==> src/rtl/core/gbn_pkg.sv <==
// Go-Back-N sender window: shared types and constants.
// No dependencies; imported by every module of the block except gbn_ram.
package gbn_pkg;

    localparam int SEQ_SPACE      = 16;
    localparam int SEQ_W          = 4;
    localparam int HANDLE_W       = 16;
    localparam int WIN_W          = 4;
    localparam logic [WIN_W-1:0] DEFAULT_WINDOW = WIN_W'(4);

    typedef enum logic [1:0] {
        ACT_SEND    = 2'd0,
        ACT_ACK     = 2'd1,
        ACT_TIMEOUT = 2'd2
    } action_t;

    typedef enum logic [1:0] {
        TMR_NONE  = 2'd0,
        TMR_START = 2'd1,
        TMR_STOP  = 2'd2
    } timer_cmd_t;

    typedef struct packed {
        action_t             action;
        logic [HANDLE_W-1:0] msg_handle;
        logic [SEQ_W-1:0]    ack_seq;
        logic                ack_check_ok;
    } cmd_t;

    typedef struct packed {
        logic                tx_valid;
        logic [SEQ_W-1:0]    tx_seq;
        logic [HANDLE_W-1:0] tx_handle;
        timer_cmd_t          timer_cmd;
        logic                accepted;
        logic                last;
    } rsp_t;

    typedef struct packed {
        logic                we;
        logic [SEQ_W-1:0]    waddr;
        logic [HANDLE_W-1:0] wdata;
        logic                re;
        logic [SEQ_W-1:0]    raddr;
    } ram_req_t;

endpackage

==> src/rtl/core/gbn_ram.sv <==
// Generic single-clock RAM, one write and one registered read port.
// No dependencies.
module gbn_ram #(
    parameter int WIDTH = 16,
    parameter int DEPTH = 16,
    localparam int AW   = $clog2(DEPTH)
) (
    input  logic             clk,
    input  logic             we,
    input  logic [AW-1:0]    waddr,
    input  logic [WIDTH-1:0] wdata,
    input  logic             re,
    input  logic [AW-1:0]    raddr,
    output logic [WIDTH-1:0] q
);

    logic [WIDTH-1:0] mem [DEPTH];
    logic [WIDTH-1:0] q_reg;

    always_ff @(posedge clk)
    begin
        if (we)
        begin
            mem[waddr] <= wdata;
        end
        if (re)
        begin
            q_reg <= mem[raddr];
        end
    end

    assign q = q_reg;

endmodule

==> src/rtl/core/gbn_ctrl.sv <==
// Go-Back-N window control: base/next pointers, send/ack decisions, resend walk.
// Depends on gbn_pkg; drives the handle RAM through a ram_req_t.
module gbn_ctrl (
    input  logic                         clk,
    input  logic                         rst_n,
    input  logic [gbn_pkg::WIN_W-1:0]    window_size,
    input  logic                         start,
    output logic                         busy,
    input  gbn_pkg::cmd_t                cmd,
    output gbn_pkg::ram_req_t            ram_req,
    input  logic [gbn_pkg::HANDLE_W-1:0] ram_q,
    output logic                         rsp_valid,
    output gbn_pkg::rsp_t                rsp
);

    import gbn_pkg::*;

    logic [SEQ_W-1:0]    base_reg, base_next;
    logic [SEQ_W-1:0]    next_seq_reg, next_seq_next;
    logic [SEQ_W-1:0]    cnt_reg, cnt_next;
    logic                rsp_valid_reg, rsp_valid_next;
    logic                tx_valid_reg, tx_valid_next;
    logic [SEQ_W-1:0]    tx_seq_reg, tx_seq_next;
    logic [HANDLE_W-1:0] handle_reg, handle_next;
    logic                from_ram_reg, from_ram_next;
    timer_cmd_t          timer_reg, timer_next;
    logic                acc_reg, acc_next;
    logic                last_reg, last_next;

    logic                accept;
    logic [WIN_W-1:0]    eff_win;
    logic [SEQ_W-1:0]    outst;
    logic [SEQ_W-1:0]    ack_dist;
    logic [SEQ_W-1:0]    ack_plus1;
    logic [SEQ_W-1:0]    walk_seq;

    assign busy      = (cnt_reg != '0);
    assign accept    = start && !busy;
    assign eff_win   = (window_size == '0) ? DEFAULT_WINDOW : window_size;
    assign outst     = next_seq_reg - base_reg;
    assign ack_dist  = cmd.ack_seq - base_reg;
    assign ack_plus1 = cmd.ack_seq + SEQ_W'(1);
    assign walk_seq  = tx_seq_reg + SEQ_W'(1);

    always_comb
    begin
        base_next      = base_reg;
        next_seq_next  = next_seq_reg;
        cnt_next       = cnt_reg;
        rsp_valid_next = 1'b0;
        tx_valid_next  = 1'b0;
        tx_seq_next    = '0;
        handle_next    = '0;
        from_ram_next  = 1'b0;
        timer_next     = TMR_NONE;
        acc_next       = 1'b0;
        last_next      = 1'b1;
        ram_req        = '0;

        if (accept)
        begin
            rsp_valid_next = 1'b1;
            unique case (cmd.action)
                ACT_SEND:
                begin
                    if (outst < eff_win)
                    begin
                        ram_req.we    = 1'b1;
                        ram_req.waddr = next_seq_reg;
                        ram_req.wdata = cmd.msg_handle;
                        next_seq_next = next_seq_reg + SEQ_W'(1);
                        tx_valid_next = 1'b1;
                        tx_seq_next   = next_seq_reg;
                        handle_next   = cmd.msg_handle;
                        timer_next    = (outst == '0) ? TMR_START : TMR_NONE;
                        acc_next      = 1'b1;
                    end
                end
                ACT_ACK:
                begin
                    if (cmd.ack_check_ok && (ack_dist < outst))
                    begin
                        base_next  = ack_plus1;
                        timer_next = (ack_plus1 == next_seq_reg) ? TMR_STOP : TMR_NONE;
                    end
                end
                ACT_TIMEOUT:
                begin
                    timer_next = TMR_START;
                    if (outst != '0)
                    begin
                        ram_req.re    = 1'b1;
                        ram_req.raddr = base_reg;
                        tx_valid_next = 1'b1;
                        tx_seq_next   = base_reg;
                        from_ram_next = 1'b1;
                        last_next     = (outst == SEQ_W'(1));
                        cnt_next      = outst - SEQ_W'(1);
                    end
                end
                default:
                begin
                end
            endcase
        end
        else if (busy)
        begin
            // resend walk: one stored handle per cycle
            rsp_valid_next = 1'b1;
            ram_req.re     = 1'b1;
            ram_req.raddr  = walk_seq;
            tx_valid_next  = 1'b1;
            tx_seq_next    = walk_seq;
            from_ram_next  = 1'b1;
            last_next      = (cnt_reg == SEQ_W'(1));
            cnt_next       = cnt_reg - SEQ_W'(1);
        end
    end

    always_ff @(posedge clk or negedge rst_n)
    begin
        if (!rst_n)
        begin
            base_reg      <= '0;
            next_seq_reg  <= '0;
            cnt_reg       <= '0;
            rsp_valid_reg <= 1'b0;
        end
        else
        begin
            base_reg      <= base_next;
            next_seq_reg  <= next_seq_next;
            cnt_reg       <= cnt_next;
            rsp_valid_reg <= rsp_valid_next;
        end
    end

    always_ff @(posedge clk)
    begin
        tx_valid_reg <= tx_valid_next;
        tx_seq_reg   <= tx_seq_next;
        handle_reg   <= handle_next;
        from_ram_reg <= from_ram_next;
        timer_reg    <= timer_next;
        acc_reg      <= acc_next;
        last_reg     <= last_next;
    end

    assign rsp_valid     = rsp_valid_reg;
    assign rsp.tx_valid  = tx_valid_reg;
    assign rsp.tx_seq    = tx_seq_reg;
    assign rsp.tx_handle = from_ram_reg ? ram_q : handle_reg;
    assign rsp.timer_cmd = timer_reg;
    assign rsp.accepted  = acc_reg;
    assign rsp.last      = last_reg;

endmodule

==> src/rtl/core/go_back_n_sender_window_top.sv <==
// Go-Back-N ARQ sender window, top level: window size register, control, handle RAM.
// Depends on gbn_pkg, gbn_ram and gbn_ctrl.
//
//  channel  | signals                   | handshake
//  ---------+---------------------------+-----------------------------------
//  command  | start, busy, cmd          | taken when start && !busy
//  result   | rsp_valid, rsp            | one cycle per item, no back-pressure
//  config   | cfg_valid, cfg_ready, data| written when cfg_valid && cfg_ready
//
// Send, ack, unused codes and a timeout with nothing outstanding: one result the cycle
// after the command; busy stays low. Timeout with n > 0 packets outstanding: n results
// on consecutive cycles, read one per cycle from the handle RAM; busy is high while the
// walk reads the RAM, so the next command is taken in the cycle that shows the last result.
// Reset clears the window pointers and sets the window size to 4; the RAM is not cleared.
module go_back_n_sender_window_top (
    input  logic                      clk,
    input  logic                      rst_n,
    input  logic                      start,
    output logic                      busy,
    input  gbn_pkg::cmd_t             cmd,
    input  logic                      cfg_valid,
    output logic                      cfg_ready,
    input  logic [gbn_pkg::WIN_W-1:0] cfg_data,
    output logic                      rsp_valid,
    output gbn_pkg::rsp_t             rsp
);

    import gbn_pkg::*;

    logic [WIN_W-1:0]    window_reg;
    ram_req_t            ram_req;
    logic [HANDLE_W-1:0] ram_q;

    assign cfg_ready = 1'b1;

    always_ff @(posedge clk or negedge rst_n)
    begin
        if (!rst_n)
        begin
            window_reg <= DEFAULT_WINDOW;
        end
        else if (cfg_valid && cfg_ready)
        begin
            window_reg <= cfg_data;
        end
    end

    gbn_ctrl u_ctrl (
        .clk         (clk),
        .rst_n       (rst_n),
        .window_size (window_reg),
        .start       (start),
        .busy        (busy),
        .cmd         (cmd),
        .ram_req     (ram_req),
        .ram_q       (ram_q),
        .rsp_valid   (rsp_valid),
        .rsp         (rsp)
    );

    gbn_ram #(
        .WIDTH (HANDLE_W),
        .DEPTH (SEQ_SPACE)
    ) u_handle_ram (
        .clk   (clk),
        .we    (ram_req.we),
        .waddr (ram_req.waddr),
        .wdata (ram_req.wdata),
        .re    (ram_req.re),
        .raddr (ram_req.raddr),
        .q     (ram_q)
    );

endmodule

==> config.mk <==
export PLATFORM = sky130hd
export DESIGN_NAME = go_back_n_sender_window_top
export DESIGN_NICKNAME = d
export VERILOG_FILES = /design/src/rtl/core/gbn_pkg.sv /design/src/rtl/core/gbn_ram.sv /design/src/rtl/core/gbn_ctrl.sv /design/src/rtl/core/go_back_n_sender_window_top.sv
export SDC_FILE = /design/constraint.sdc
export NUM_CORES = 1
export LEC_CHECK = 0
export BUFFER_PORTS_ARGS = -buffer_cell sky130_fd_sc_hd__buf_4
export CORE_MARGIN = 5
export CORE_UTILIZATION = 53
export CTS_CLUSTER_DIAMETER = 60
export DETAILED_ROUTE_END_ITERATION = 12
export PLACE_DENSITY = 0.68
export SYNTH_ARGS = -nofsm -noshare
export SYNTH_HDL_FRONTEND = slang
export SYNTH_SLANG_ARGS = --single-unit
==> constraint.sdc <==
create_clock -name clk -period 8.8 [get_ports clk]
set_clock_uncertainty 0.15 [all_clocks]
set_input_delay 1.76 -clock clk [delete_from_list [all_inputs] [get_ports clk]]
set_output_delay 1.76 -clock clk [all_outputs]
set_load 0.05 [all_outputs]
Yosys cells after proc, flatten, opt, wreduce, memory -nomap -nowiden
Memory sizes are Yosys's and may differ from the RTL's. A register that Yosys moved wholly into a read port is not among the register bits.
Index checks and enable logic that the tools add are counted.
{ "classes": {"eq_ne": 7, "muxes": 37, "addsub": 7, "n_reduce_logical": 13, "magnitude_cmp": 2} }
{ "op_table": {"columns": ["op", "n"], "rows": [
  ["$mux W21", 3],
  ["$mux W4", 9],
  ["$mux W5", 4],
  ["$mux W16", 1],
  ["$mux W1", 14],
  ["$add A4 B1 Y4 const B", 3],
  ["$reduce_and A3 Y1", 3],
  ["$eq A4 B1 Y1 const B", 2],
  ["$logic_not A4 Y1", 2],
  ["$lt A4 B4 Y1", 2],
  ["$pmux W4 S2", 1],
  ["$reduce_bool A4 Y1", 2],
  ["$sub A4 B1 Y4 const B", 2],
  ["$sub A4 B4 Y4", 2],
  ["$mux W2", 3],
  ["$pmux W2 S3", 1],
  ["$eq A4 B4 Y1", 1],
  ["$ne A2 B2 Y1 const B", 2],
  ["$eq A2 B1 Y1 const B", 1],
  ["$eq A2 B2 Y1 const B", 1],
  ["$logic_and A1 B1 Y1", 2],
  ["$logic_not A2 Y1", 1],
  ["$pmux W1 S2", 1],
  ["$reduce_and A2 Y1", 1],
  ["2 further kinds", 2]
]} }
{ "word_totals": {"ramBits": 256, "register_bits": 43, "output_inout_bits": 28, "inputBits": 31, "mem_count": 1, "word_cells": 79} }
{ "memory_table": {"columns": ["name", "depth", "word_bits", "rd", "rd_ports_with_merged_regs", "write_ports", "line", "text"], "rows": [
  ["u_handle_ram.mem", 16, 16, 1, 1, 1, "gbn_ram.sv:17", "logic [WIDTH-1:0] mem [DEPTH];"]
]} }

Longest topological paths before layout
{ "depth": {"depth_word": 8, "ltp_mapped": 15, "ltp_nobuf": 12} }

By module
From an unflattened synthesis, not the netlist that was laid out.
{ "hier_totals": {"cells_unflattened": 675, "area_unflattened_um2": 12713.4} }
{ "modules_own_cells": {"columns": ["mod", "seq_area_each_um2", "cells_per_inst", "instances", "area_each_um2"], "rows": [
  ["gbn_ram", 8167.8, 432, 1, 10202.3],
  ["gbn_ctrl", 845.8, 233, 1, 2353.5],
  ["go_back_n_sender_window_top", 101.3, 10, 1, 157.7]
]} }

Worst setup path before layout
Ideal clock, no wire load.
{ "synth_timing": {"kind": "register to register", "startpoint": "register u_ctrl.next_seq_reg[0]", "endpoint": "memory u_handle_ram.mem[8][0], enable pin", "path_slack_ps": 4080, "setup_time_ps": 409, "path_stages_with_launch": 16, "synth_period_minus_slack_ps": 4720, "arrival_time_ps": 4161, "path_buffers": 3, "required_ps": 8241, "cell_sequence": "dfrtp_1 > clkbuf_1 > inv_1 > ha_1 > inv_1 > fa_1 > ha_1 > a21boi_0 > o21ai_0 > o31ai_1 > a2111oi_2 > nor2b_1 > buf_2 > buf_2 > nand3_1 > nor3_1"} }
{ "synth_between": {"elab_chain_len": 7} }
{ "synth_lines": {"columns": ["item", "line", "text"], "rows": [
  ["start, declared", "gbn_ctrl.sv:19", "logic [SEQ_W-1:0] next_seq_reg, next_seq_next;"],
  ["start signal, assigned", "gbn_ctrl.sv:132", "next_seq_reg <= next_seq_next;"],
  ["$sub A4 B4 Y4", "gbn_ctrl.sv:40", "assign outst = next_seq_reg - base_reg;"],
  ["$lt A4 B4 Y1", "gbn_ctrl.sv:66", "if (outst < eff_win)"],
  ["$mux W21 *", "gbn_ctrl.sv:66", null],
  ["$mux W21 *", "gbn_ctrl.sv:63", "unique case (cmd.action)"],
  ["$mux W21 *", "gbn_ctrl.sv:60", "if (accept)"],
  ["$mux W1", "gbn_ram.sv:22", "if (we)"],
  ["$mux W1 (implied by the code)", "gbn_ram.sv:24", "mem[waddr] <= wdata;"],
  ["end, declared", "gbn_ram.sv:17", null]
]} }
Every way passes the cells marked *; elsewhere a longest branch is shown, timed or not.

Final worst setup path
{ "layout_timing": {"startpoint": "register u_ctrl.next_seq_reg[0]", "endpoint": "memory u_handle_ram.mem[3][0], enable pin"} }
Same word-level chain as after synthesis.

==> impl_results.md <==
- Outcome: finished clean
- Area taken by multi-input logic gates: 3450 µm²
- Fraction of layout cells with a size suffix above 1: 18.9%
- Pre-CTS WS: 3870 ps
- Hold Buf Count CTS: 0
- Yosys cell types: 54
- Post-route ant nets: 0
- Commonest non-fill, non-tap cells in the layout: edfxtp_1, mux2i_1, buf_4, o22ai_1, and2_1
- Synth Area per Inst: 16.3 µm²
- Finish-stage setup viols: 0
- Sum Neg Setup Slack: 0 ps
- Row count: 57
- Clock Latency Late Sink: 550 ps
- Crit path time final: 4820 ps
- Layout Utilization: 61.0%
- Synth Instances: 791
- Yosys warnings: 0
- CTS clk-pin slew, worst paths: 60 ps
- Worst slew pin tran: 1070 ps
- Slowest cell on the critical path: nor2_1
- Commonest non-fill, non-tap cell in the layout: edfxtp_1
- Max-slew violations: 0
- Post-synth top area share: 63.5%
- Largest net degree at the start of global routing: 129
- Hold Slack: 396 ps
- Top cells by area, synth: edfxtp_1, mux2i_1, dfxtp_1
- Avg Vias per Cell: 5.72
- Sink Count: 315
- DRC errors left: 0
- Grt ovf: 0
- EDFF count, synth: 272
- Inserted Clock Buffers: 30
- GR Util All Layers: 20.1%
- Ys flop type: edfxtp_1
- Cell Chain, Critical Path: inv_1 > ha_1 > inv_1 > fa_1 > ha_1 > a21boi_0 > o21ai_0 > o31ai_1 > a2111oi_2 > nor2b_2 > nand3b_1 > nor2_1 > buf_4
- Unrepaired setup endpoints after global routing: false
- Leak pwr: 5.35 nW
- IO Port Bufs: 57
- Crit path kind: reg2reg
- Clock buffer depth: 3
- Die W: 166 µm
- Core ar.: 24100 µm²
- Hold Path Class: reg2reg
- Final wirelength: 28100 µm
- WP data arrival: 4900 ps
- Critical Path Fanout Max: 11
- Met2 routed WL: 14300 µm
- Final Cycle Share: 54.8%
- Syn Std Cell Area: 12900 µm²
- CTS tree: done
- DRT iter0 DRCs: 586
- Power Total: 5.30 mW
- Syn Nets: 839
- Post-CTS setup buffer count: 0
- Pre-Repair DR Iteration Count: 5
- Max reg flops: 256
- Worst setup EP type: register
- CTS resizes: 0
- Max stage delay on crit path: 670 ps
- Initial Utilization: 53.4%
- Seq/Total Area, Yosys: 70.8%
- Fillers: 1786
- Highest metal used: met4
- Reg area: 9110 µm²
- Critical path data required time: 8880 ps
- Max Cap Viol: 0
- First-pass GRT wire length: 42500 µm
- WL/cell: 23.4 µm
- Slew margin rel.: 28.2%
- Max IR drop VDD: 601 µV
- Async set-reset flop share out of synthesis: 5.40%
- H-tree levels: 1
- Nets: 902
- Wire length on met1: 11900 µm
- Seq cells post-synth: 315
- Startpoint class of the critical path: register
- Hold Violations, Final: 0
- Vias in the first global route: 6930
- PD cells: 360 nW/µm²
- Initial antenna violation count: 0
- Post-DP HPWL: 16100 µm
- Layout area overhead: 14.4%
- Routed vias: 6875
- Die extent in y: 166 µm
- Worst setup margin: 3980 ps
- Full die area: 27500 µm²
- GP Congestion: 0.850
- IO Pins: 59
- Antenna diodes: 0
- Routed wire length on met3: 1480 µm
- Max frequency: 208 MHz
- Root buf cell: clkbuf_16
- Top cell type by total area after synthesis: edfxtp_1
synth_stat cells (3+ instances only):
library cell  count
a21oi_1           7
a32oi_1           3
and2_1           34
buf_2            14
buf_4            13
buf_6             8
clkbuf_1          9
dfrtp_1          16
dfxtp_1          26
edfxtp_1        272
ha_1             15
inv_1            14
mux2_2           24
mux2i_1         128
nand2_1          16
nand2b_1          4
nand3_1           8
nand3b_1          4
nor2_1           22
nor3_1            6
o21ai_0           9
o22ai_1          64
or3b_1            3
or4_1            16
xnor2_1          15
xor2_1            6
routing by layer:
layer	global-route usage (%)	vias up
met4	4.16	0
met5	0	-
met1	28.1	3475
met3	2.67	27
li1	-	3181
met2	34.4	192
worst max-delay path, delay by kind of cell, from the launching register on:
| kind | cells | cell delay, ps |
|---|---|---|
| AO/OA/AOI/OAI | 4 | 890 |
| adder cells (fa/ha/maj) | 3 | 960 |
| buffers and inverters | 3 | 590 |
| flip-flops | 1 | 500 |
| AND/OR/NAND/NOR | 3 | 1410 |
per-stage QoR:
| step | instances | instance area, µm² |
|---|---|---|
| detailed placement | 1146 | 13600 |
| finish | 1202 | 14700 |
| CTS | 1202 | 14700 |
| global placement | 1146 | 13600 |
| floorplan | 791 | 12900 |
| global route | 1202 | 14700 |
power breakdown:
part | switching [mW] | internal (mW)
registers | 0.0828 | 1.75
clock network | 0.531 | 0.882
logic | 1.21 | 0.854
final timing paths:
path	start	to	slack [ps]	cells after the start
worst min-delay path	u_ctrl.cnt_reg[1]$_DFFE_PN0P_	u_ctrl.cnt_reg[1]$_DFFE_PN0P_	400	2
worst max register to register	u_ctrl.next_seq_reg[0]$_DFFE_PN0P_	u_handle_ram.mem[3][0]$_DFFE_PP_	3980	13
max in group asynchronous	rst_n	window_reg[2]$_DFFE_PN1P_	7320	1
min in group asynchronous	rst_n	u_ctrl.rsp_valid$_DFF_PN0_	930	1
worst max-delay path	u_ctrl.next_seq_reg[0]$_DFFE_PN0P_	u_handle_ram.mem[3][0]$_DFFE_PP_	3980	13
worst min register to register	u_ctrl.cnt_reg[1]$_DFFE_PN0P_	u_ctrl.cnt_reg[1]$_DFFE_PN0P_	400	2
kinds of logic (layout without fill, tap and decap cells):
| logic type | count (synthesis) | count (layout) | share of synthesized area [%] |
|---|---|---|---|
| AND/OR/NAND/NOR | 125 | 125 | 5.62 |
| adder cells (fa/ha/maj) | 18 | 18 | 1.85 |
| XOR/XNOR | 21 | 21 | 1.43 |
| buffers and inverters | 58 | 145 | 2.67 |
| other | 1 | 1 | 0.0291 |
| multiplexers | 152 | 152 | 12.1 |
| AO/OA/AOI/OAI | 101 | 101 | 5.50 |
| flip-flops | 315 | 315 | 70.8 |
final cells by class:
| class | instances | area share [%] |
|---|---|---|
| clock buffers | 39 | 5.75 |
| clock inverters | 17 | 1.85 |
| inverters | 14 | 0.357 |
| multi-input cells | 418 | 23.4 |
| flip-flops and latches | 315 | 61.9 |
| well taps | 324 | 2.75 |
| repair buffers | 75 | 3.91 |
Power figures use the tool's default switching activity.
